<file path="config.mk">
export PLATFORM = sky130hd
export DESIGN_NAME = rbsi_div_cell
export DESIGN_NICKNAME = d
export VERILOG_FILES = /design/src/rtl/ray_box_slab_intersection_core_macros.svh /design/src/rtl/rbsi_pkg.sv /design/src/rtl/rbsi_div_cell.sv
export SDC_FILE = /design/constraint.sdc
export NUM_CORES = 1
export LEC_CHECK = 0
export BUFFER_PORTS_ARGS = -buffer_cell sky130_fd_sc_hd__buf_2
export CORE_AREA = 2 2 460 462
export CTS_BUF_LIST = sky130_fd_sc_hd__clkbuf_2
export DETAILED_ROUTE_END_ITERATION = 8
export DIE_AREA = 0 0 462 464
export MAX_ROUTING_LAYER = met4
export PLACE_DENSITY_LB_ADDON = 0.3
export SYNTH_ARGS = -nofsm -noshare
export SYNTH_HDL_FRONTEND = slang
export SYNTH_SLANG_ARGS = --single-unit
</file>
<file path="constraint.sdc">
create_clock -name clk -period 0.8 [get_ports clk]
set_input_delay 0.12 -clock clk [delete_from_list [all_inputs] [get_ports clk]]
set_output_delay 0.12 -clock clk [all_outputs]
set_load 0.02 [all_outputs]
</file>
<file path="src/rtl/ray_box_slab_intersection_core_macros.svh">
// ---------------------------------------------------------------------------
// ray_box_slab_intersection_core_macros
// Assertion macros for the ray/box slab test RTL.
// ---------------------------------------------------------------------------
`ifndef RAY_BOX_SLAB_INTERSECTION_CORE_MACROS_SVH
`define RAY_BOX_SLAB_INTERSECTION_CORE_MACROS_SVH

// same-cycle implication, sampled on clk, off during reset
`define RBSI_ASSERT_IMPLY(label, ante, cons, msg) \
    label: assert property (@(posedge clk) disable iff (!rst_n) (ante) |-> (cons)) \
        else $error(msg);

// next-cycle implication, sampled on clk, off during reset
`define RBSI_ASSERT_NEXT(label, ante, cons, msg) \
    label: assert property (@(posedge clk) disable iff (!rst_n) (ante) |=> (cons)) \
        else $error(msg);

`endif

</file>
<file path="src/rtl/rbsi_pkg.sv">
// ---------------------------------------------------------------------------
// rbsi_pkg
// Types and constants of the ray/box slab test pipeline.
// ---------------------------------------------------------------------------
package rbsi_pkg;

    localparam int AXES  = 3;
    localparam int LANES = 2 * AXES;
    localparam int QBITS = 32;

    localparam logic signed [31:0] T_MIN = 32'sh8000_0000;
    localparam logic signed [31:0] T_MAX = 32'sh7FFF_FFFF;

    // one division in flight: partial remainder, dividend bits / quotient bits
    typedef struct packed {
        logic [31:0] rem;
        logic [31:0] acc;
        logic [31:0] den;
        logic        neg;
        logic        ovf;
    } lane_t;

    // lanes 2a and 2a+1 hold the low and high slab planes of axis a
    typedef struct packed {
        lane_t [LANES-1:0] lane;
        logic  [AXES-1:0]  zdir;
        logic              zmiss;
    } item_t;

endpackage

</file>
<file path="src/rtl/rbsi_div_cell.sv">
// ---------------------------------------------------------------------------
// rbsi_div_cell
// One restoring division step for all six lanes; one quotient bit per cell.
// ---------------------------------------------------------------------------
module rbsi_div_cell
    import rbsi_pkg::*;
(
    input  logic  clk,
    input  logic  rst_n,
    input  logic  en,
    input  logic  in_vld,
    input  item_t in_item,
    output logic  out_vld,
    output item_t out_item
);

    logic  vld_reg;
    item_t item_reg;
    item_t item_next;

    // shift in next dividend bit, trial subtract, shift in quotient bit
    always_comb
    begin
        logic [32:0] sh;
        logic [32:0] diff;
        logic        ge;
        sh = '0;
        diff = '0;
        ge = 1'b0;
        item_next = in_item;
        for (int l = 0; l < LANES; l++)
        begin
            sh   = {in_item.lane[l].rem, in_item.lane[l].acc[31]};
            diff = sh - {1'b0, in_item.lane[l].den};
            ge   = (sh >= {1'b0, in_item.lane[l].den});
            item_next.lane[l].rem = ge ? diff[31:0] : sh[31:0];
            item_next.lane[l].acc = {in_item.lane[l].acc[30:0], ge};
        end
    end

    always_ff @(posedge clk or negedge rst_n)
    begin
        if (!rst_n)
        begin
            vld_reg <= 1'b0;
        end
        else if (en)
        begin
            vld_reg <= in_vld;
        end
    end

    always_ff @(posedge clk)
    begin
        if (en)
        begin
            item_reg <= item_next;
        end
    end

    assign out_vld  = vld_reg;
    assign out_item = item_reg;

endmodule

</file>
==> flow_summary.toml, run 1 <==
[clock_network]
clock_path_buffers = 3
cts_sinks = 593
ctsHoldBuffers = 1515
cts_setup_buffers = 0
cts_buffers = 176
cts-resized-gates = 640
htreeDepth = 4
cts_root_buf = "clkbuf_2"

[logic_synthesis]
synthTopCellsByCount = "edfxtp_1, nand2_1, inv_1"
synthArstFlopShare_pct = 0.1686
synth.distinct_cells = 91
postSynthNetCount = 3340
ys_ff_latch = 593
synth_top_area_cell = "edfxtp_1"
synth-edff-count = 592
yosys_warnings = 0
netlist_area_sq_um = 30510
yosysTopAreaCellShare_pct = 58.26
synth_ff_type = "edfxtp_1"
syn_inst = 2546
synth.avg_cell_area_sq_um = 11.98
synthTopCellsByArea = "edfxtp_1, ha_1, o21ai_0"
ys_seq_area_share_pct = 58.34
synth.most_common_cell = "edfxtp_1"

[placed_design]
dp_slack_ns = -2.449
gp_congestion = 0.9174
port_buffers = 1188
place_inst = 7268
hpwl_um = 157300

[status]
lastStage = "4_1_cts"
first-error = "[ERROR RSZ-0060] Max buffer count reached."
outcome = "stopped before the end"

[die]
die_y_um = 464
start_util_pct = 14.59
die_x_um = 462
ios = 1189
rows = 168
metrics by stage:
stage	setup TNS, ns	instance area, sq um
2_1_floorplan	-314.22	31970
3_3_place_gp	-644.82	47560
3_5_place_dp	-659.70	47560
cells by family after synthesis:
logic type      Yosys count  share of synthesized area (%)
compound gates          658                          13.69
flops                   593                          58.34
simple gates            590                          9.124
buf+inv                 298                          3.859
fa+ha+maj               198                          8.267
xor+xnor                159                          4.564
mux                      50                          2.157
==> run 2: changes to the inputs <==
--- a/config.mk
+++ b/config.mk
@@ -6,12 +6,10 @@
 export NUM_CORES = 1
 export LEC_CHECK = 0
 export BUFFER_PORTS_ARGS = -buffer_cell sky130_fd_sc_hd__buf_2
-export CORE_AREA = 2 2 460 462
-export CTS_BUF_LIST = sky130_fd_sc_hd__clkbuf_2
+export CORE_AREA = 2 2 458 460
 export DETAILED_ROUTE_END_ITERATION = 8
-export DIE_AREA = 0 0 462 464
-export MAX_ROUTING_LAYER = met4
-export PLACE_DENSITY_LB_ADDON = 0.3
+export DIE_AREA = 0 0 460 462
+export PLACE_DENSITY_LB_ADDON = 0.15
 export SYNTH_ARGS = -nofsm -noshare
 export SYNTH_HDL_FRONTEND = slang
 export SYNTH_SLANG_ARGS = --single-unit
==> flow_summary.toml, run 2 <==
[job]
cap_violations = 0

[drt]
ant_nets = 0
route.detailed.drc = 0
routed.top_layer = "met5"
wl_met3_um = 14750
dr.pass1.iters = 5
detail_route.wl_per_cell_um = 21.81
route.vias.total = 30850
detail_route.vias_per_cell = 3.833
wl_met1_um = 64890
drtIter0Drc = 1178
drt-total-wl_um = 175500
wl_met2_um = 91490

[status]
outcome = "finished with violations"
failed_checks = "hold timing, setup timing"

[worst_setup_path]
worstPathRequired_ns = 1.27
slowest_delay_ns = 0.42
cp_data_arrival_time_ns = 2.79
ff2ff_path_depth = 1
cp_slowest_cell = "a221o_2"
crit_type = "input pin to flop"
critPathBufInv = 2
end_kind = "flop"
cp_top_family = "compound AO/OA/AOI/OAI gates"
start_kind = "input pin"
rrSetupSlack_ns = 0.04
cp_max_fo = 3
cp_cell_sequence = "buf_6 > inv_4 > ha_4 > fa_2 > nor2b_4 > o31ai_4 > a21oi_2 > a31o_2 > a221o_2 > a31o_4 > a21boi_4 > mux2i_1 > o211ai_1 > mux2_4"
regToRegEndpoint = "out_vld$_DFFE_PN0P_"
timing.rr.start = "out_vld$_DFFE_PN0P_"

[sta]
max_freq_mhz = 431.3
hold_violations = 15
max_slew_margin_pct = 56.15
finalCriticalPeriod_ns = 2.319
worst_pin_slew_ns = 0.6555
fin_hold_ws_ns = -0.4082
setup_ws_ns = -1.519
setup_viol = 1384
fin_crit_sh_pct = 289.9
grt_setup_unrepaired = "true"
slew_viol_final = 0
finClkSkew_ns = 0

[final_layout]
largest_register_ffs = 592
final_common_cell = "buf_2"
final_nets = 6041
final_area_sq_um = 62440
post_route_cells_drive_above_1_share_pct = 55.35
mostFrequentLayoutCells = "buf_2, buf_4, edfxtp_1, dlygate4sd3_1, buf_6"
area.growth.synth_to_final_pct = 104.6
fillers = 21780

[placed_design]
hpwl_um = 139100
dp_slack_ns = -2.413
placed_cell_area_sq_um = 46950
port_buffers = 1188
gp_congestion = 0.8408

[clock_network]
cts_root_buf = "clkbuf_16"
cts.clk_slew.worst_paths_ns = 0.06
clock_path_buffers = 3
cts_buffers = 82
htreeDepth = 3
clkLatencyLatePin_ns = 0.69
cts_sinks = 593
cts_tree = "done"

[pwr]
finalPower_mw = 117.5
powerDensity_nw_per_um2 = 1882
vdd.ir_drop.worst_v = 0.001553
p_leak_nw = 26.92

[min_path]
min_path_type = "input pin to flop"
min_to = "out_item[6]$_DFFE_PP_"
hp-start = "in_item[6]"
min_path_cells = 1

[logic_synthesis]
yosys_warnings = 0
synth-edff-count = 592
synthTopCellsByCount = "edfxtp_1, nand2_1, inv_1"
synth_ff_type = "edfxtp_1"
synth.distinct_cells = 91
postSynthNetCount = 3340
synthArstFlopShare_pct = 0.1686
ys_ff_latch = 593
syn_inst = 2546
synthTopCellsByArea = "edfxtp_1, ha_1, o21ai_0"
yosysTopAreaCellShare_pct = 58.26
synth.most_common_cell = "edfxtp_1"
synth.avg_cell_area_sq_um = 11.98
ys_seq_area_share_pct = 58.34
synth_top_area_cell = "edfxtp_1"
netlist_area_sq_um = 30510

[die]
ios = 1189
start_util_pct = 14.66
design.die.area_sq_um = 212500
die_x_um = 460
die_y_um = 462
core_sq_um = 208100
rows = 168

[global_route]
grt_pass1_wl_um = 240300
grt.total_usage_pct = 15.81
grt_pass1_vias = 32740
grt_remaining_overflow = 0
antenna_found_initial = 86
grt_max_degree = 46
==> run 2: cell families after synthesis <==
logic type               after synthesis  share of synthesized area [%]
buffers and inverters                298                          3.859
multiplexers                          50                          2.157
adder cells (fa/ha/maj)              198                          8.267
AND/OR/NAND/NOR                      590                          9.124
flip-flops                           593                          58.34
AO/OA/AOI/OAI                        658                          13.69
XOR/XNOR                             159                          4.564
==> run 2: area by class of cell <==
type,instances,area (sq um),share of cell area (%)
clock buffer,102,2200,3.523
timing repair buffer,2678,21710,34.77
sequential,593,17800,28.51
timing repair inverter,1,11.26,0.01803
clock inverter,50,480.5,0.7695
multi-input combinational,1656,15770,25.26
tap,2720,3403,5.450
inverter,235,1023,1.639
antenna,14,35.03,0.05611
==> run 2: worst max path at each step <==
stage	depth (start not counted)	start	to	slack, ns
final	14	in_item[167]	out_item[188]$_DFFE_PP_	-1.52
after global routing	14	in_item[167]	out_item[188]$_DFFE_PP_	-1.57
after CTS	15	in_item[112]	out_item[177]$_DFFE_PP_	-1.55
after detailed placement	14	in_item[167]	out_item[188]$_DFFE_PP_	-2.41
after global placement	14	in_item[167]	out_item[196]$_DFFE_PP_	-2.39
after floorplan	12	in_item[175]	out_item[172]$_DFFE_PP_	-1.99
==> run 2: repair_timing <==
| action | CTS | global route |
|---|---|---|
| pin swaps | 235 | 218 |
| setup endpoints to repair | 791 | 1384 |
| resized for setup | 1020 | 398 |
| buffers inserted | 94 | 52 |
| gates cloned | 29 | 1 |
| hold endpoints to repair | 667 | 37 |
| hold buffers | 564 | 20 |
==> run 2: metal layers <==
layer | global-route usage (%) | vias up
met3 | 5.764 | 275
li1 | - | 14840
met2 | 29.37 | 937
met1 | 16.81 | 14740
met4 | 3.790 | 62
met5 | 0 | -
==> run 2: power breakdown <==
group	switching, mW	internal (mW)
Sequential	1.56	38.4
Clock	15.9	21.6
Combinational	20.2	19.8
Total	37.7	79.8
==> run 2: per-stage QoR <==
step / utilization (%) / std cells / TNS [ns]
after global placement: 22.56 / 7165 / -592.25
after global routing: 29.99 / 8039 / -952.88
after CTS: 29.10 / 7993 / -955.25
after detailed placement: 22.56 / 7165 / -595.31
final: 30.01 / 8049 / -879.24
after floorplan: - / 2546 / -314.22
No activity file was read; power rests on OpenSTA's default activity.
