## config.mk

```make
export PLATFORM = sky130hd
export DESIGN_NAME = rbsi_prep
export DESIGN_NICKNAME = d
export VERILOG_FILES = /design/src/rtl/ray_box_slab_intersection_core_macros.svh /design/src/rtl/rbsi_pkg.sv /design/src/rtl/rbsi_prep.sv
export SDC_FILE = /design/constraint.sdc
export NUM_CORES = 2
export LEC_CHECK = 0
export BUFFER_PORTS_ARGS = -buffer_cell sky130_fd_sc_hd__buf_2
export CAP_MARGIN = 20
export CORE_AREA = 2 2 379 381
export DETAILED_ROUTE_END_ITERATION = 8
export DIE_AREA = 0 0 381 383
export PLACE_DENSITY = 0.53
export SLEW_MARGIN = 5
export SYNTH_ARGS = -nofsm -noshare
export SYNTH_HDL_FRONTEND = slang
export SYNTH_SLANG_ARGS = --single-unit
```

## constraint.sdc

```tcl
create_clock -name clk -period 7.15 [get_ports clk]
set_input_delay 1.0725 -clock clk [delete_from_list [all_inputs] [get_ports clk]]
set_output_delay 1.0725 -clock clk [all_outputs]
set_load 0.05 [all_outputs]
```

## src/rtl/ray_box_slab_intersection_core_macros.svh

```systemverilog
// ---------------------------------------------------------------------------
// ray_box_slab_intersection_core_macros
// Assertion macros for the ray/box slab test RTL.
// ---------------------------------------------------------------------------
`ifndef RAY_BOX_SLAB_INTERSECTION_CORE_MACROS_SVH
`define RAY_BOX_SLAB_INTERSECTION_CORE_MACROS_SVH

// same-cycle implication, sampled on clk, off during reset
`define RBSI_ASSERT_IMPLY(label, ante, cons, msg) \
    label: assert property (@(posedge clk) disable iff (!rst_n) (ante) |-> (cons)) \
        else $error(msg);

// next-cycle implication, sampled on clk, off during reset
`define RBSI_ASSERT_NEXT(label, ante, cons, msg) \
    label: assert property (@(posedge clk) disable iff (!rst_n) (ante) |=> (cons)) \
        else $error(msg);

`endif

```

## src/rtl/rbsi_pkg.sv

```systemverilog
// ---------------------------------------------------------------------------
// rbsi_pkg
// Types and constants of the ray/box slab test pipeline.
// ---------------------------------------------------------------------------
package rbsi_pkg;

    localparam int AXES  = 3;
    localparam int LANES = 2 * AXES;
    localparam int QBITS = 32;

    localparam logic signed [31:0] T_MIN = 32'sh8000_0000;
    localparam logic signed [31:0] T_MAX = 32'sh7FFF_FFFF;

    // one division in flight: partial remainder, dividend bits / quotient bits
    typedef struct packed {
        logic [31:0] rem;
        logic [31:0] acc;
        logic [31:0] den;
        logic        neg;
        logic        ovf;
    } lane_t;

    // lanes 2a and 2a+1 hold the low and high slab planes of axis a
    typedef struct packed {
        lane_t [LANES-1:0] lane;
        logic  [AXES-1:0]  zdir;
        logic              zmiss;
    } item_t;

endpackage

```

## src/rtl/rbsi_prep.sv

```systemverilog
// ---------------------------------------------------------------------------
// rbsi_prep
// Two stages: relative origin and divisor magnitude, then the six scaled
// numerators, their signs, overflow check and first partial remainders.
// ---------------------------------------------------------------------------
module rbsi_prep
    import rbsi_pkg::*;
#(
    parameter int FRAC_BITS = 16
)
(
    input  logic                         clk,
    input  logic                         rst_n,
    input  logic                         en,
    input  logic                         in_vld,
    input  logic [AXES-1:0][31:0]        center,
    input  logic [AXES-1:0][30:0]        half,
    input  logic [AXES-1:0][31:0]        orig,
    input  logic [AXES-1:0][31:0]        dir,
    output logic                         out_vld,
    output item_t                        out_item
);

    localparam int NW = 34 + FRAC_BITS;
    localparam int HW = NW - 32;

    logic                    vld1_reg;
    logic [AXES-1:0][32:0]   p_reg;
    logic [AXES-1:0][30:0]   h_reg;
    logic [AXES-1:0][31:0]   dmag_reg;
    logic [AXES-1:0]         dneg_reg;
    logic [AXES-1:0]         dzero_reg;
    logic [AXES-1:0][32:0]   p_next;
    logic [AXES-1:0][31:0]   dmag_next;

    logic                    vld2_reg;
    item_t                   item_reg;
    item_t                   item_next;

    // stage one: origin relative to center, divisor magnitude
    always_comb
    begin
        for (int a = 0; a < AXES; a++)
        begin
            p_next[a]    = {orig[a][31], orig[a]} - {center[a][31], center[a]};
            dmag_next[a] = dir[a][31] ? (32'd0 - dir[a]) : dir[a];
        end
    end

    always_ff @(posedge clk or negedge rst_n)
    begin
        if (!rst_n)
        begin
            vld1_reg <= 1'b0;
        end
        else if (en)
        begin
            vld1_reg <= in_vld;
        end
    end

    always_ff @(posedge clk)
    begin
        if (en)
        begin
            p_reg     <= p_next;
            h_reg     <= half;
            dmag_reg  <= dmag_next;
            for (int a = 0; a < AXES; a++)
            begin
                dneg_reg[a]  <= dir[a][31];
                dzero_reg[a] <= (dir[a] == 32'd0);
            end
        end
    end

    // stage two: numerators, magnitudes, overflow and start remainder
    always_comb
    begin
        logic signed [33:0] hs;
        logic signed [33:0] ps;
        logic signed [33:0] num;
        logic [33:0]        mag;
        logic [NW-1:0]      full;
        logic [HW-1:0]      hi;
        logic               ovf;
        hs = '0;
        ps = '0;
        num = '0;
        mag = '0;
        full = '0;
        hi = '0;
        ovf = 1'b0;
        item_next = '0;
        for (int a = 0; a < AXES; a++)
        begin
            hs = $signed({3'b000, h_reg[a]});
            ps = $signed({p_reg[a][32], p_reg[a]});
            item_next.zdir[a] = dzero_reg[a];
            if (dzero_reg[a] && ((ps < -hs) || (ps > hs)))
            begin
                item_next.zmiss = 1'b1;
            end
            for (int s = 0; s < 2; s++)
            begin
                num  = (s == 0) ? (-hs - ps) : (hs - ps);
                mag  = num[33] ? (34'd0 - num) : num;
                full = {mag, {FRAC_BITS{1'b0}}};
                hi   = full[NW-1:32];
                ovf  = (32'(hi) >= dmag_reg[a]);
                item_next.lane[2*a+s].rem = ovf ? 32'd0 : 32'(hi);
                item_next.lane[2*a+s].acc = full[31:0];
                item_next.lane[2*a+s].den = dmag_reg[a];
                item_next.lane[2*a+s].neg = num[33] ^ dneg_reg[a];
                item_next.lane[2*a+s].ovf = ovf;
            end
        end
    end

    always_ff @(posedge clk or negedge rst_n)
    begin
        if (!rst_n)
        begin
            vld2_reg <= 1'b0;
        end
        else if (en)
        begin
            vld2_reg <= vld1_reg;
        end
    end

    always_ff @(posedge clk)
    begin
        if (en)
        begin
            item_reg <= item_next;
        end
    end

    assign out_vld  = vld2_reg;
    assign out_item = item_reg;

endmodule

```

==> impl_metrics.yaml <==
sta:
  rsz0062_at_grt: "true"
  worstMarginPinSlew_ns: 0.953
  fmax_mhz: 147
  finClkSkew_ns: 0.0412
  maxSlewViolCount: 0
  finalCritPeriodShare_pct: 95.3
  hold_viol_final: 0
  maxSlewHeadroom_pct: 35.7
  min_period_ns: 6.82
  setup_violations: 0
critical_path:
  cp_cell_sequence: "ha_1 -> o21ai_0 -> o21ai_1 -> nand2_1 -> a41oi_1 -> nand2_1 -> o311ai_1 -> a211oi_1 -> o21ai_1 -> a21oi_1 -> xor2_1 -> ha_1 -> nand2b_1 -> a21o_1 -> a21o_1 -> a21oi_1 -> o21ai_0 -> nand2_1 -> a31o_2 -> a21oi_1 -> o21ai_0 -> nand2_1 -> a21boi_0"
  critical_path.top_delay_family: "compound AO/OA/AOI/OAI gates"
  path_buf_inv: 0
  required_ns: 7.60
  r2r_end: "out_item[174]$_SDFFCE_PP0P_"
  r2r_slack_ns: 0.33
  path_class: "flip-flop to flip-flop"
  cpMostUsedCell: "nand2_1"
  cp-endpoint: "out_item[174]$_SDFFCE_PP0P_"
  critPathLaunchType: "flip-flop"
  path_max_fanout: 7
  critPathMaxStageDelay_ns: 0.63
  critPathArrivalTime_ns: 7.27
  worstSetupEndpointType: "flip-flop"
  critical-path-slowest-cell: "a41oi_1"
  r2r_start: "h_reg[12]$_DFFE_PP_"
  crit_path_start: "h_reg[12]$_DFFE_PP_"
  reg2reg_depth: 23
  crit_cells: 23
floorplanning:
  dieArea_um2: 146000
  start_util_pct: 34.1
  pin_count: 978
  core-area_um2: 142000
  num_rows: 139
  fp.dieW_um: 381
  die_h_um: 383
clocking:
  clock_latency_ns: 0.68
  cts_root_buf: "clkbuf_16"
  clock_path_buffers: 3
  tritoncts: "done"
  path_clk_slew_ns: 0.06
  cts.sinks: 609
  cts_made_buffers: 76
  cts_hold_buffers: 0
  cts_htree_levels: 3
synth:
  synth_cell_type_count: 112
  async_flop_share_pct: 0.328
  ys_ff_latch: 609
  synth_ff_type: "edfxtp_1"
  ys_seq_area_share_pct: 37.7
  ys_warn_count: 0
  syn_avg_cell_area_um2: 9.57
  synth_cells: 5066
  synth_edf_count: 607
  syn_area_um2: 48500
grt:
  gr-usage-all-layers_pct: 21.0
  antenna_found_initial: 34
  grt_pass1_vias: 38500
  gr-total-overflow: 0
  grt_max_degree: 147
  grt_first_pass_wirelength_um: 234000
placed_design:
  dp.cells: 7753
  gp_congestion: 0.915
  dp.final_hpwl_um: 134000
  io_buffers: 797
finish:
  post-route-util_pct: 40.3
  largest_register_ffs: 313
  drive_above_1_share_pct: 20.2
  area_delta_synth_final_pct: 18.1
  final_nets: 6733
  instances_no_fill: 7904
  nFillCells: 14300
routing:
  ant_nets: 0
  num_vias: 40600
  drc_errors: 0
  avgViaCountPerCell: 5.14
  drt_wl_total_um: 160000
  wl_per_cell_um: 20.3
  drt_iter0_drc: 2722
  first_pass_iters: 6
pwr:
  cellPowerDensity_nw_per_um2: 345
  p_leak_nw: 24.4
  peakVddDrop_uv: 242
run:
  max_cap_violations: 0
worst_hold_path:
  hold_path_class: "primary input to async pin"
outcome:
  status: "finished, final reports clean"
cell usage in the layout (no fill, tap or decap), drive strengths merged, types with 14 or more instances in the layout:
| cell type | instances |
|---|---|
| a2111oi | 14 |
| a211o | 14 |
| a211oi | 61 |
| a21boi | 29 |
| a21o | 152 |
| a21oi | 312 |
| a31o | 16 |
| a31oi | 53 |
| and2 | 60 |
| and3 | 43 |
| buf | 969 |
| clkbuf | 90 |
| clkinv | 24 |
| conb | 186 |
| edfxtp | 607 |
| ha | 408 |
| inv | 407 |
| nand2 | 301 |
| nand2b | 59 |
| nand3 | 106 |
| nand4 | 47 |
| nor2 | 334 |
| nor2b | 72 |
| nor3 | 134 |
| nor4 | 61 |
| o2111ai | 14 |
| o211a | 16 |
| o211ai | 30 |
| o21a | 65 |
| o21ai | 241 |
| o21bai | 31 |
| o31a | 18 |
| o31ai | 61 |
| o41ai | 20 |
| or2 | 31 |
| or3 | 59 |
| or4 | 30 |
| xnor2 | 434 |
| xor2 | 144 |
worst min path at each step:
stage	to	depth (start not counted)
after floorplan	out_item[1]$_DFFE_PP_	0
after global placement	out_item[128]$_DFFE_PP_	0
after detailed placement	out_item[420]$_DFFE_PP_	0
after CTS	out_vld$_DFFE_PN0P_	1
after global routing	out_vld$_DFFE_PN0P_	1
final	out_vld$_DFFE_PN0P_	1
cells in the mapped netlist, drive strengths merged, types with 72 or more instances:
cell type  count  area, µm²
edfxtp       607      18200
xnor2        434       3810
ha           408       5100
inv          399       1500
nor2         334       1250
a21oi        312       1560
nand2        301       1130
buf          288       2160
o21ai        241       1210
a21o         152       1140
xor2         144       1260
nor3         134        676
nand3        106        531
clkbuf        79        310
nor2b         72        450
layer usage:
layer,wire length [µm],up-vias,GRT usage [%]
li1,-,19800,-
met1,65600,19100,25.8
met2,78900,1375,37.2
met3,10400,222,3.37
met4,5190,18,7.18
met5,123,-,0
report_power, final:
part,switching (mW),internal [mW],leakage [nW]
combinational,6.87,3.49,17.3
clock,1.64,2.31,1.21
sequential,0.432,4.99,5.97
total,8.94,10.8,24.4
final cells by class:
type / count / area (µm²) / area share [%]
diodes: 11 / 27.5 / 0.0481
inverters: 400 / 1500 / 2.62
clock inverters: 47 / 515 / 0.900
multi-input cells: 3875 / 27200 / 47.6
clock buffers: 90 / 2000 / 3.49
repair buffers: 969 / 5340 / 9.32
flip-flops and latches: 609 / 18300 / 31.9
well taps: 1903 / 2380 / 4.16
timing repair:
action / 4_1_cts / 5_1_grt
cloned: 0 / 0
setup endpoints to repair: 49 / 76
hold endpoints to repair: 0 / 0
resized for setup: 6 / 53
setup buffers: 0 / 3
pin swaps: 0 / 4
per-stage QoR:
step | power (mW) | cell area, µm² | setup TNS [ns] | setup WS, ns | hold WS, ns
final | 19.7 | 57300 | 0 | 0.333 | 0.180
after detailed placement | 15.8 | 54400 | -5.51 | -0.251 | 0.434
after floorplan | 12.8 | 49200 | 0 | 0.146 | 0.426
after global placement | 15.7 | 54400 | -1.93 | -0.150 | 0.432
after CTS | 19.8 | 57000 | 0 | 0.0308 | 0.117
after global routing | 21.0 | 57200 | -0.343 | -0.0396 | 0.148
cell families (layout without fill, tap and decap cells):
group	Yosys count	in the layout	share of synthesized area (%)
muxes	20	20	0.446
xor gates and xnor gates	578	578	10.5
AOI/OAI and AO/OA	1260	1260	17.4
and+or+nand+nor	1414	1414	14.9
DFF	609	609	37.7
buffers and inverters	767	1506	8.18
adders and majority gates	417	417	10.9
other	1	197	0.00774
(Power assumes the default switching activity.)
