`src/rtl/ray_box_slab_intersection_core_macros.svh`:
```
// ---------------------------------------------------------------------------
// ray_box_slab_intersection_core_macros
// Assertion macros for the ray/box slab test RTL.
// ---------------------------------------------------------------------------
`ifndef RAY_BOX_SLAB_INTERSECTION_CORE_MACROS_SVH
`define RAY_BOX_SLAB_INTERSECTION_CORE_MACROS_SVH

// same-cycle implication, sampled on clk, off during reset
`define RBSI_ASSERT_IMPLY(label, ante, cons, msg) \
    label: assert property (@(posedge clk) disable iff (!rst_n) (ante) |-> (cons)) \
        else $error(msg);

// next-cycle implication, sampled on clk, off during reset
`define RBSI_ASSERT_NEXT(label, ante, cons, msg) \
    label: assert property (@(posedge clk) disable iff (!rst_n) (ante) |=> (cons)) \
        else $error(msg);

`endif

```
`src/rtl/rbsi_pkg.sv`:
```
// ---------------------------------------------------------------------------
// rbsi_pkg
// Types and constants of the ray/box slab test pipeline.
// ---------------------------------------------------------------------------
package rbsi_pkg;

    localparam int AXES  = 3;
    localparam int LANES = 2 * AXES;
    localparam int QBITS = 32;

    localparam logic signed [31:0] T_MIN = 32'sh8000_0000;
    localparam logic signed [31:0] T_MAX = 32'sh7FFF_FFFF;

    // one division in flight: partial remainder, dividend bits / quotient bits
    typedef struct packed {
        logic [31:0] rem;
        logic [31:0] acc;
        logic [31:0] den;
        logic        neg;
        logic        ovf;
    } lane_t;

    // lanes 2a and 2a+1 hold the low and high slab planes of axis a
    typedef struct packed {
        lane_t [LANES-1:0] lane;
        logic  [AXES-1:0]  zdir;
        logic              zmiss;
    } item_t;

endpackage

```
`src/rtl/rbsi_finish.sv`:
```
// ---------------------------------------------------------------------------
// rbsi_finish
// Saturates and orders each slab pair, then narrows the interval and
// registers the result word.
// ---------------------------------------------------------------------------
module rbsi_finish
    import rbsi_pkg::*;
(
    input  logic               clk,
    input  logic               rst_n,
    input  logic               en,
    input  logic               in_vld,
    input  item_t              in_item,
    output logic               out_vld,
    output logic               out_hit,
    output logic signed [31:0] out_tmin,
    output logic signed [31:0] out_tmax
);

    logic                              vld1_reg;
    logic [AXES-1:0]                   zdir_reg;
    logic                              zmiss_reg;
    logic signed [AXES-1:0][31:0]      lo_reg;
    logic signed [AXES-1:0][31:0]      hi_reg;
    logic signed [AXES-1:0][31:0]      lo_next;
    logic signed [AXES-1:0][31:0]      hi_next;

    logic                              vld2_reg;
    logic                              hit_reg;
    logic signed [31:0]                tmin_reg;
    logic signed [31:0]                tmax_reg;
    logic                              hit_next;
    logic signed [31:0]                tmin_next;
    logic signed [31:0]                tmax_next;

    // clamp quotient magnitude and apply sign
    function automatic logic signed [31:0] sat_q(input lane_t ln);
        logic big;
        big = ln.ovf | ln.acc[31];
        if (ln.neg)
        begin
            sat_q = big ? T_MIN : $signed(32'd0 - ln.acc);
        end
        else
        begin
            sat_q = big ? T_MAX : $signed(ln.acc);
        end
    endfunction

    // stage one: saturate and order each pair
    always_comb
    begin
        logic signed [31:0] t1;
        logic signed [31:0] t2;
        t1 = '0;
        t2 = '0;
        for (int a = 0; a < AXES; a++)
        begin
            t1 = sat_q(in_item.lane[2*a]);
            t2 = sat_q(in_item.lane[2*a+1]);
            lo_next[a] = (t1 > t2) ? t2 : t1;
            hi_next[a] = (t1 > t2) ? t1 : t2;
        end
    end

    always_ff @(posedge clk or negedge rst_n)
    begin
        if (!rst_n)
        begin
            vld1_reg <= 1'b0;
        end
        else if (en)
        begin
            vld1_reg <= in_vld;
        end
    end

    always_ff @(posedge clk)
    begin
        if (en)
        begin
            lo_reg    <= lo_next;
            hi_reg    <= hi_next;
            zdir_reg  <= in_item.zdir;
            zmiss_reg <= in_item.zmiss;
        end
    end

    // stage two: narrow the interval over axes with a nonzero direction
    always_comb
    begin
        logic signed [31:0] tmin;
        logic signed [31:0] tmax;
        tmin = T_MIN;
        tmax = T_MAX;
        for (int a = 0; a < AXES; a++)
        begin
            if (!zdir_reg[a])
            begin
                // element selects of a packed array are unsigned
                if ($signed(lo_reg[a]) > tmin)
                begin
                    tmin = lo_reg[a];
                end
                if ($signed(hi_reg[a]) < tmax)
                begin
                    tmax = hi_reg[a];
                end
            end
        end
        hit_next  = !(zmiss_reg || (tmin > tmax));
        tmin_next = hit_next ? tmin : 32'sd0;
        tmax_next = hit_next ? tmax : 32'sd0;
    end

    always_ff @(posedge clk or negedge rst_n)
    begin
        if (!rst_n)
        begin
            vld2_reg <= 1'b0;
        end
        else if (en)
        begin
            vld2_reg <= vld1_reg;
        end
    end

    always_ff @(posedge clk)
    begin
        if (en)
        begin
            hit_reg  <= hit_next;
            tmin_reg <= tmin_next;
            tmax_reg <= tmax_next;
        end
    end

    assign out_vld  = vld2_reg;
    assign out_hit  = hit_reg;
    assign out_tmin = tmin_reg;
    assign out_tmax = tmax_reg;

endmodule

```
`config.mk`:
```
export PLATFORM = sky130hd
export DESIGN_NAME = rbsi_finish
export DESIGN_NICKNAME = d
export VERILOG_FILES = /design/src/rtl/ray_box_slab_intersection_core_macros.svh /design/src/rtl/rbsi_pkg.sv /design/src/rtl/rbsi_finish.sv
export SDC_FILE = /design/constraint.sdc
export NUM_CORES = 1
export LEC_CHECK = 0
export BUFFER_PORTS_ARGS = -buffer_cell sky130_fd_sc_hd__buf_2
export CAP_MARGIN = 30
export CORE_AREA = 2 2 258 260
export CTS_BUF_LIST = sky130_fd_sc_hd__clkbuf_16
export CTS_CLUSTER_DIAMETER = 80
export CTS_CLUSTER_SIZE = 16
export DETAILED_ROUTE_END_ITERATION = 10
export DIE_AREA = 0 0 260 262
export GPL_ROUTABILITY_DRIVEN = 1
export PLACE_DENSITY = 0.7
export SYNTH_ARGS = -nofsm -noshare
export SYNTH_HDL_FRONTEND = slang
export SYNTH_SLANG_ARGS = --single-unit
```
`constraint.sdc`:
```
create_clock -name clk -period 25.7 [get_ports clk]
set_clock_uncertainty 0.1 [all_clocks]
set_input_delay 2.57 -clock clk [delete_from_list [all_inputs] [get_ports clk]]
set_output_delay 2.57 -clock clk [all_outputs]
set_load 0.02 [all_outputs]
```
==> summary.txt, run 1 <==
number of DRC markers after the initial detailed-route iteration: 2093
kind of end point of the critical path: flip-flop
Clock Latency Late Sink: 0.53 ns
RD Place Congestion: 0.977
number of max-slew violations in the final report: 0
via count of the first global-routing pass: 18855
#FFs+latches synth: 263
unrepaired setup endpoints after global routing: no
layout cell share with drive strength beyond 1: 14.8%
H-Tree Depth: 1
largest net degree at the start of global routing: 103
master cell of the clock root buffer: sky130_fd_sc_hd__clkbuf_16
number of distinct library cells after synthesis: 72
number of buffers added on ports: 277
arrival time at the worst endpoint: 11.98 ns
Hold Crit Class: flip-flop to flip-flop
number of antenna repair diodes: 0
post-cts resize count: 0
final routed DRC violation total: 0
wire length of the first global-routing pass: 110000 um
yosys synthesis warning count: 0
placed cell count: 3642
antenna violations before repair: 0
count of endpoints failing setup in the final report: 0
effective utilization at floorplan: 36.5%
total power divided by cell area: 64.7 nW/um^2
smallest hold slack: 0.400 ns
post-synthesis cell area: 23800 sq um
area inside the core boundary: 65300 sq um
TritonCTS clock tree: yes
Post-DRT Antenna Nets: 0
Worst slew margin: 33.1%
total global routing overflow: 0
final instance count without filler cells: 3675
floorplan die height: 262 um
status: completed
Worst path max stage delay: 0.72 ns
number of vias after detailed routing: 20729
synthesized instance count: 2593
final net count: 3658
fraction of registers with async set or reset after synthesis: 0.760%
fraction of met2 tracks used by global routing: 33.7%
post-synth net total: 3448
Most Frequent Cell on Critical Path: sky130_fd_sc_hd__a21o_1
Cell Rows: 94
fin crit period: 11.82 ns
max cap viols: 0
timing-limited maximum frequency: 0.0846 GHz
GR Util All Layers: 21.1%
Crit Path Category: flip-flop to flip-flop
met3 capacity usage during global routing: 2.16%
most used flip-flop cell after synthesis: sky130_fd_sc_hd__edfxtp_1
drt pass-1 iters: 5
number of buffers created by CTS: 21
RR Startpoint: hi_reg[14]$_DFFE_PP_
Mapped Avg Cell Area: 9.20 sq um
average routed wire per standard cell: 20.2 um
number of synthesized flops with an enable pin: 261
Filler Cells Inserted: 6458
Crit. Startpoint: hi_reg[14]$_DFFE_PP_
Vias per Instance: 5.64
portion of the clock cycle consumed by the worst path in the final layout: 46.0%
total power: 0.00173 W
area of the multi-input gates: 14800 sq um
maximum net fanout on the critical path: 33
register clock-pin slew on the reported worst setup and hold paths: 0.07 ns
total count of hold-check failures in the final report: 0
HP Start: out_vld$_DFFE_PN0P_
Tightest Pin Transition: 1.00 ns
die area: 68100 sq um
CP required: 25.87 ns
clk buf depth: 3
routed wire length: 74200 um
master of the slowest instance on the critical path: sky130_fd_sc_hd__a21o_1
post-synthesis sequential area ratio: 33.1%
HPWL reported at the end of detailed placement: 60200 um
Area Overhead vs Synth: 12.0%
Hold-fix buffers, CTS: 0
width of the die: 260 um
worst ir drop on vdd: 42.1 uV
startpoint types: flip-flop
number of top-level pins: 662
reported leakage power: 12.0 nW
Sinks on Clock Net: 263
Top Usage Layer GRT: met2
final setup TNS: 0 ns
combined flip-flop and latch cell area: 7890 sq um
global routing met1 resource utilization: 29.4%
number of setup buffers added after CTS: 0
==> synth_stat cells, drive strengths merged (5+ instances only) <==
library cell | n | area [sq um]
clkbuf | 83 | 312
a21o | 80 | 601
nand2 | 137 | 514
o31a | 5 | 43.8
mux2 | 42 | 473
nor2b | 14 | 87.6
o21ai | 118 | 602
o211ai | 9 | 67.6
and2 | 39 | 244
nor2 | 253 | 950
buf | 26 | 120
o31ai | 66 | 500
or4 | 24 | 188
o21a | 21 | 158
nand2b | 41 | 279
o41ai | 16 | 166
or2 | 13 | 83.8
xor2 | 9 | 78.8
a21oi | 170 | 851
inv | 216 | 811
nor4 | 16 | 100
edfxtp | 261 | 7840
nor3b | 9 | 67.6
nand3 | 29 | 145
o22ai | 6 | 37.5
nand4 | 56 | 350
a31oi | 9 | 56.3
mux2i | 247 | 2470
ha | 259 | 3240
xnor2 | 61 | 534
nor3 | 77 | 417
a211oi | 39 | 318
or3 | 64 | 425
a221oi | 33 | 289
==> cell families (layout without fill, tap and decap cells) <==
logic type / after synthesis / after routing / synth area share, %
and+or+nand+nor: 784 / 784 / 16.6
AOI/OAI and AO/OA: 603 / 603 / 16.6
buffers and inverters: 325 / 543 / 5.21
muxes: 289 / 289 / 12.4
DFF: 263 / 263 / 33.1
adders and majority gates: 259 / 259 / 13.6
xor gates and xnor gates: 70 / 70 / 2.57
==> cells in the final DEF, fill, tap and decap left out, types with 59 or more instances in the layout <==
cell / instances
sky130_fd_sc_hd__o31ai_1: 64
sky130_fd_sc_hd__or3_1: 59
sky130_fd_sc_hd__nor2_1: 253
sky130_fd_sc_hd__o21ai_0: 111
sky130_fd_sc_hd__xnor2_1: 61
sky130_fd_sc_hd__ha_1: 259
sky130_fd_sc_hd__edfxtp_1: 261
sky130_fd_sc_hd__buf_2: 276
sky130_fd_sc_hd__mux2i_1: 247
sky130_fd_sc_hd__inv_1: 222
sky130_fd_sc_hd__a21o_1: 80
sky130_fd_sc_hd__a21oi_1: 169
sky130_fd_sc_hd__nand2_1: 137
sky130_fd_sc_hd__nor3_1: 72
==> routing by layer <==
layer,part of all wire [%],vias up
li1,-,10048
met1,45,9707
met2,44,857
met3,6.9,117
met4,4.2,0
met5,0,-
==> where the power goes <==
group	internal (W)	switching, W	total [W]
Sequential	0.000576	0.0000546	0.000631
Combinational	0.000309	0.000492	0.000801
Clock	0.000148	0.000149	0.000297
Total	0.00103	0.000695	0.00173
==> per-stage QoR <==
stage	setup WS [ns]	util, %	area, sq um
floorplan	17.20	-	23800
CTS	13.95	40.8	26700
global route	13.14	40.9	26700
detailed placement	14.00	40.0	26100
finish	13.88	40.9	26700
global placement	14.03	40.0	26100
==> path summary, 6_finish.rpt <==
kind                                             end  slack (ns)  cells past startpoint
max                        out_tmin[7]$_SDFFCE_PP0P_       13.88                     38
min                              out_vld$_DFFE_PN0P_        0.40                      1
max reg2reg                out_tmin[7]$_SDFFCE_PP0P_       13.88                     38
min reg2reg                      out_vld$_DFFE_PN0P_        0.40                      1
max in group asynchronous        out_vld$_DFFE_PN0P_       23.69                      1
min in group asynchronous       vld1_reg$_DFFE_PN0P_        1.71                      1
==> cell type report <==
class / instances / area share [%]
Clock buffer: 21 / 1.97
Clock inverter: 10 / 0.211
Inverter: 216 / 3.03
Multi-Input combinational cell: 2005 / 55.3
Sequential cell: 263 / 29.5
Tap cell: 864 / 4.05
Timing Repair Buffer: 296 / 5.91
==> critical path, delay by kind of cell (launching register included) <==
kind | cells | cell delay, ns
muxes | 1 | 0.43
and+or+nand+nor | 8 | 2.70
DFF | 1 | 0.39
buffers and inverters | 5 | 1.50
adders and majority gates | 3 | 0.96
AOI/OAI and AO/OA | 21 | 5.39
(Power assumes the default switching activity.)
==> inputs of run 2 (changes only) <==
Settings changed: CORE_AREA 2 2 258 260 to 2 2 259 261, DIE_AREA 0 0 260 262 to 0 0 261 263, PLACE_DENSITY 0.7 to 0.72.
Clock period 25.7 ns to 9.8 ns, I/O delays scaled along.
==> summary.txt, run 2 (synthesis gave the netlist of run 1 again) <==
Hold Crit Class: primary input to async pin
final setup TNS: 0 ns
total power divided by cell area: 171 nW/um^2
maximum net fanout on the critical path: 24
effective utilization at floorplan: 36.3%
master cell of the clock root buffer: sky130_fd_sc_hd__clkbuf_16
number of top-level pins: 662
routed wire length: 76100 um
number of vias after detailed routing: 20934
Clock Latency Late Sink: 0.53 ns
area of all placed cells without fillers: 27200 sq um
timing-limited maximum frequency: 0.107 GHz
final instance count without filler cells: 3721
drt pass-1 iters: 7
die area: 68600 sq um
worst ir drop on vdd: 112 uV
Worst path max stage delay: 0.54 ns
met3 capacity usage during global routing: 2.98%
leading cell type in the layout, fill and taps excluded: sky130_fd_sc_hd__buf_2
Cell Rows: 94
number of buffers added on ports: 277
width of the die: 261 um
smallest hold slack: 0.134 ns
count of endpoints failing setup in the final report: 0
fraction of met2 tracks used by global routing: 33.8%
portion of the clock cycle consumed by the worst path in the final layout: 95.4%
layout cell share with drive strength beyond 1: 16.2%
register clock-pin slew on the reported worst setup and hold paths: 0.07 ns
via count of the first global-routing pass: 19286
number of buffers created by CTS: 21
master of the slowest instance on the critical path: sky130_fd_sc_hd__or4b_1
HPWL reported at the end of detailed placement: 62200 um
startpoint types: flip-flop
GR Util All Layers: 21.5%
final routed DRC violation total: 0
Vias per Instance: 5.63
total power: 0.00464 W
clk buf depth: 3
H-Tree Depth: 1
total global routing overflow: 0
Top Usage Layer GRT: met2
area inside the core boundary: 65600 sq um
kind of end point of the critical path: flip-flop
fin crit period: 9.35 ns
Worst slew margin: 33.6%
average routed wire per standard cell: 20.4 um
Sinks on Clock Net: 263
arrival time at the worst endpoint: 9.51 ns
number of max-slew violations in the final report: 0
Crit Path Category: flip-flop to flip-flop
Tightest Pin Transition: 0.996 ns
RD Place Congestion: 0.997
highest-count cells in the layout ignoring fill and taps: sky130_fd_sc_hd__buf_2 (276), sky130_fd_sc_hd__edfxtp_1 (261), sky130_fd_sc_hd__ha_1 (259)
global routing met1 resource utilization: 29.3%
floorplan die height: 263 um
Post-DRT Antenna Nets: 0
CP required: 9.96 ns
placed cell count: 3679
status: completed
largest net degree at the start of global routing: 115
Most Frequent Cell on Critical Path: sky130_fd_sc_hd__a21o_1
total count of hold-check failures in the final report: 0
Hold-fix buffers, CTS: 0
Area Overhead vs Synth: 13.9%
Placement Cell Area: 26400 sq um
final net count: 3697
max cap viols: 0
number of DRC markers after the initial detailed-route iteration: 1771
reported leakage power: 12.3 nW
antenna violations before repair: 11
TritonCTS clock tree: yes
wire length of the first global-routing pass: 114000 um
## run 2: worst paths after layout
path	slack, ns	end	startpoint	depth (start not counted)
min in group clk	0.41	out_vld$_DFFE_PN0P_	out_vld$_DFFE_PN0P_	1
worst max-delay path	0.45	out_tmax[0]$_SDFFCE_PP0P_	hi_reg[31]$_DFFE_PP_	39
max in group asynchronous	9.37	vld1_reg$_DFFE_PN0P_	rst_n	1
worst min register to register	0.41	out_vld$_DFFE_PN0P_	out_vld$_DFFE_PN0P_	1
worst min-delay path	0.13	out_vld$_DFFE_PN0P_	rst_n	1
worst max register to register	0.45	out_tmax[0]$_SDFFCE_PP0P_	hi_reg[31]$_DFFE_PP_	39
## run 2: per-stage QoR
stage / worst slack, ns / util (%)
after floorplan: 1.30 / -
after global placement: 0.304 / 40.2
after detailed placement: 0.285 / 40.2
after CTS: 0.261 / 41.1
after global routing: -0.00426 / 41.4
final: 0.451 / 41.4
## run 2: timing repair
action | in CTS | in global routing
buffers inserted | 0 | 2
gates resized for setup | 0 | 11
setup endpoints to repair | 0 | 65
## run 2: power by group
group / switching (W) / internal (W)
Combinational: 0.00130 / 0.000890
Sequential: 0.000144 / 0.00151
Clock: 0.000383 / 0.000414
## run 2: critical path: cells and delay by family, from the launching register on
family | cells | cell delay [ns]
AO/OA/AOI/OAI | 18 | 3.50
AND/OR/NAND/NOR | 10 | 2.55
buffers and inverters | 7 | 1.12
adder cells (fa/ha/maj) | 3 | 0.96
multiplexers | 1 | 0.42
flip-flops | 1 | 0.41
## run 2: routing by layer
layer  vias up  routed length, um
met1      9870              33600
met4         6               3720
met3       149               5230
met5         -                 34
li1      10152                  -
met2       757              33400
## run 2: layout make-up
cell class	count	area (sq um)
well taps	864	1080
flip-flops and latches	263	7890
repair buffers	335	1910
clock buffers	21	526
inverters	216	811
fillers	6519	38500
diodes	7	17.5
clock inverters	10	80.1
multi-input cells	2005	14800
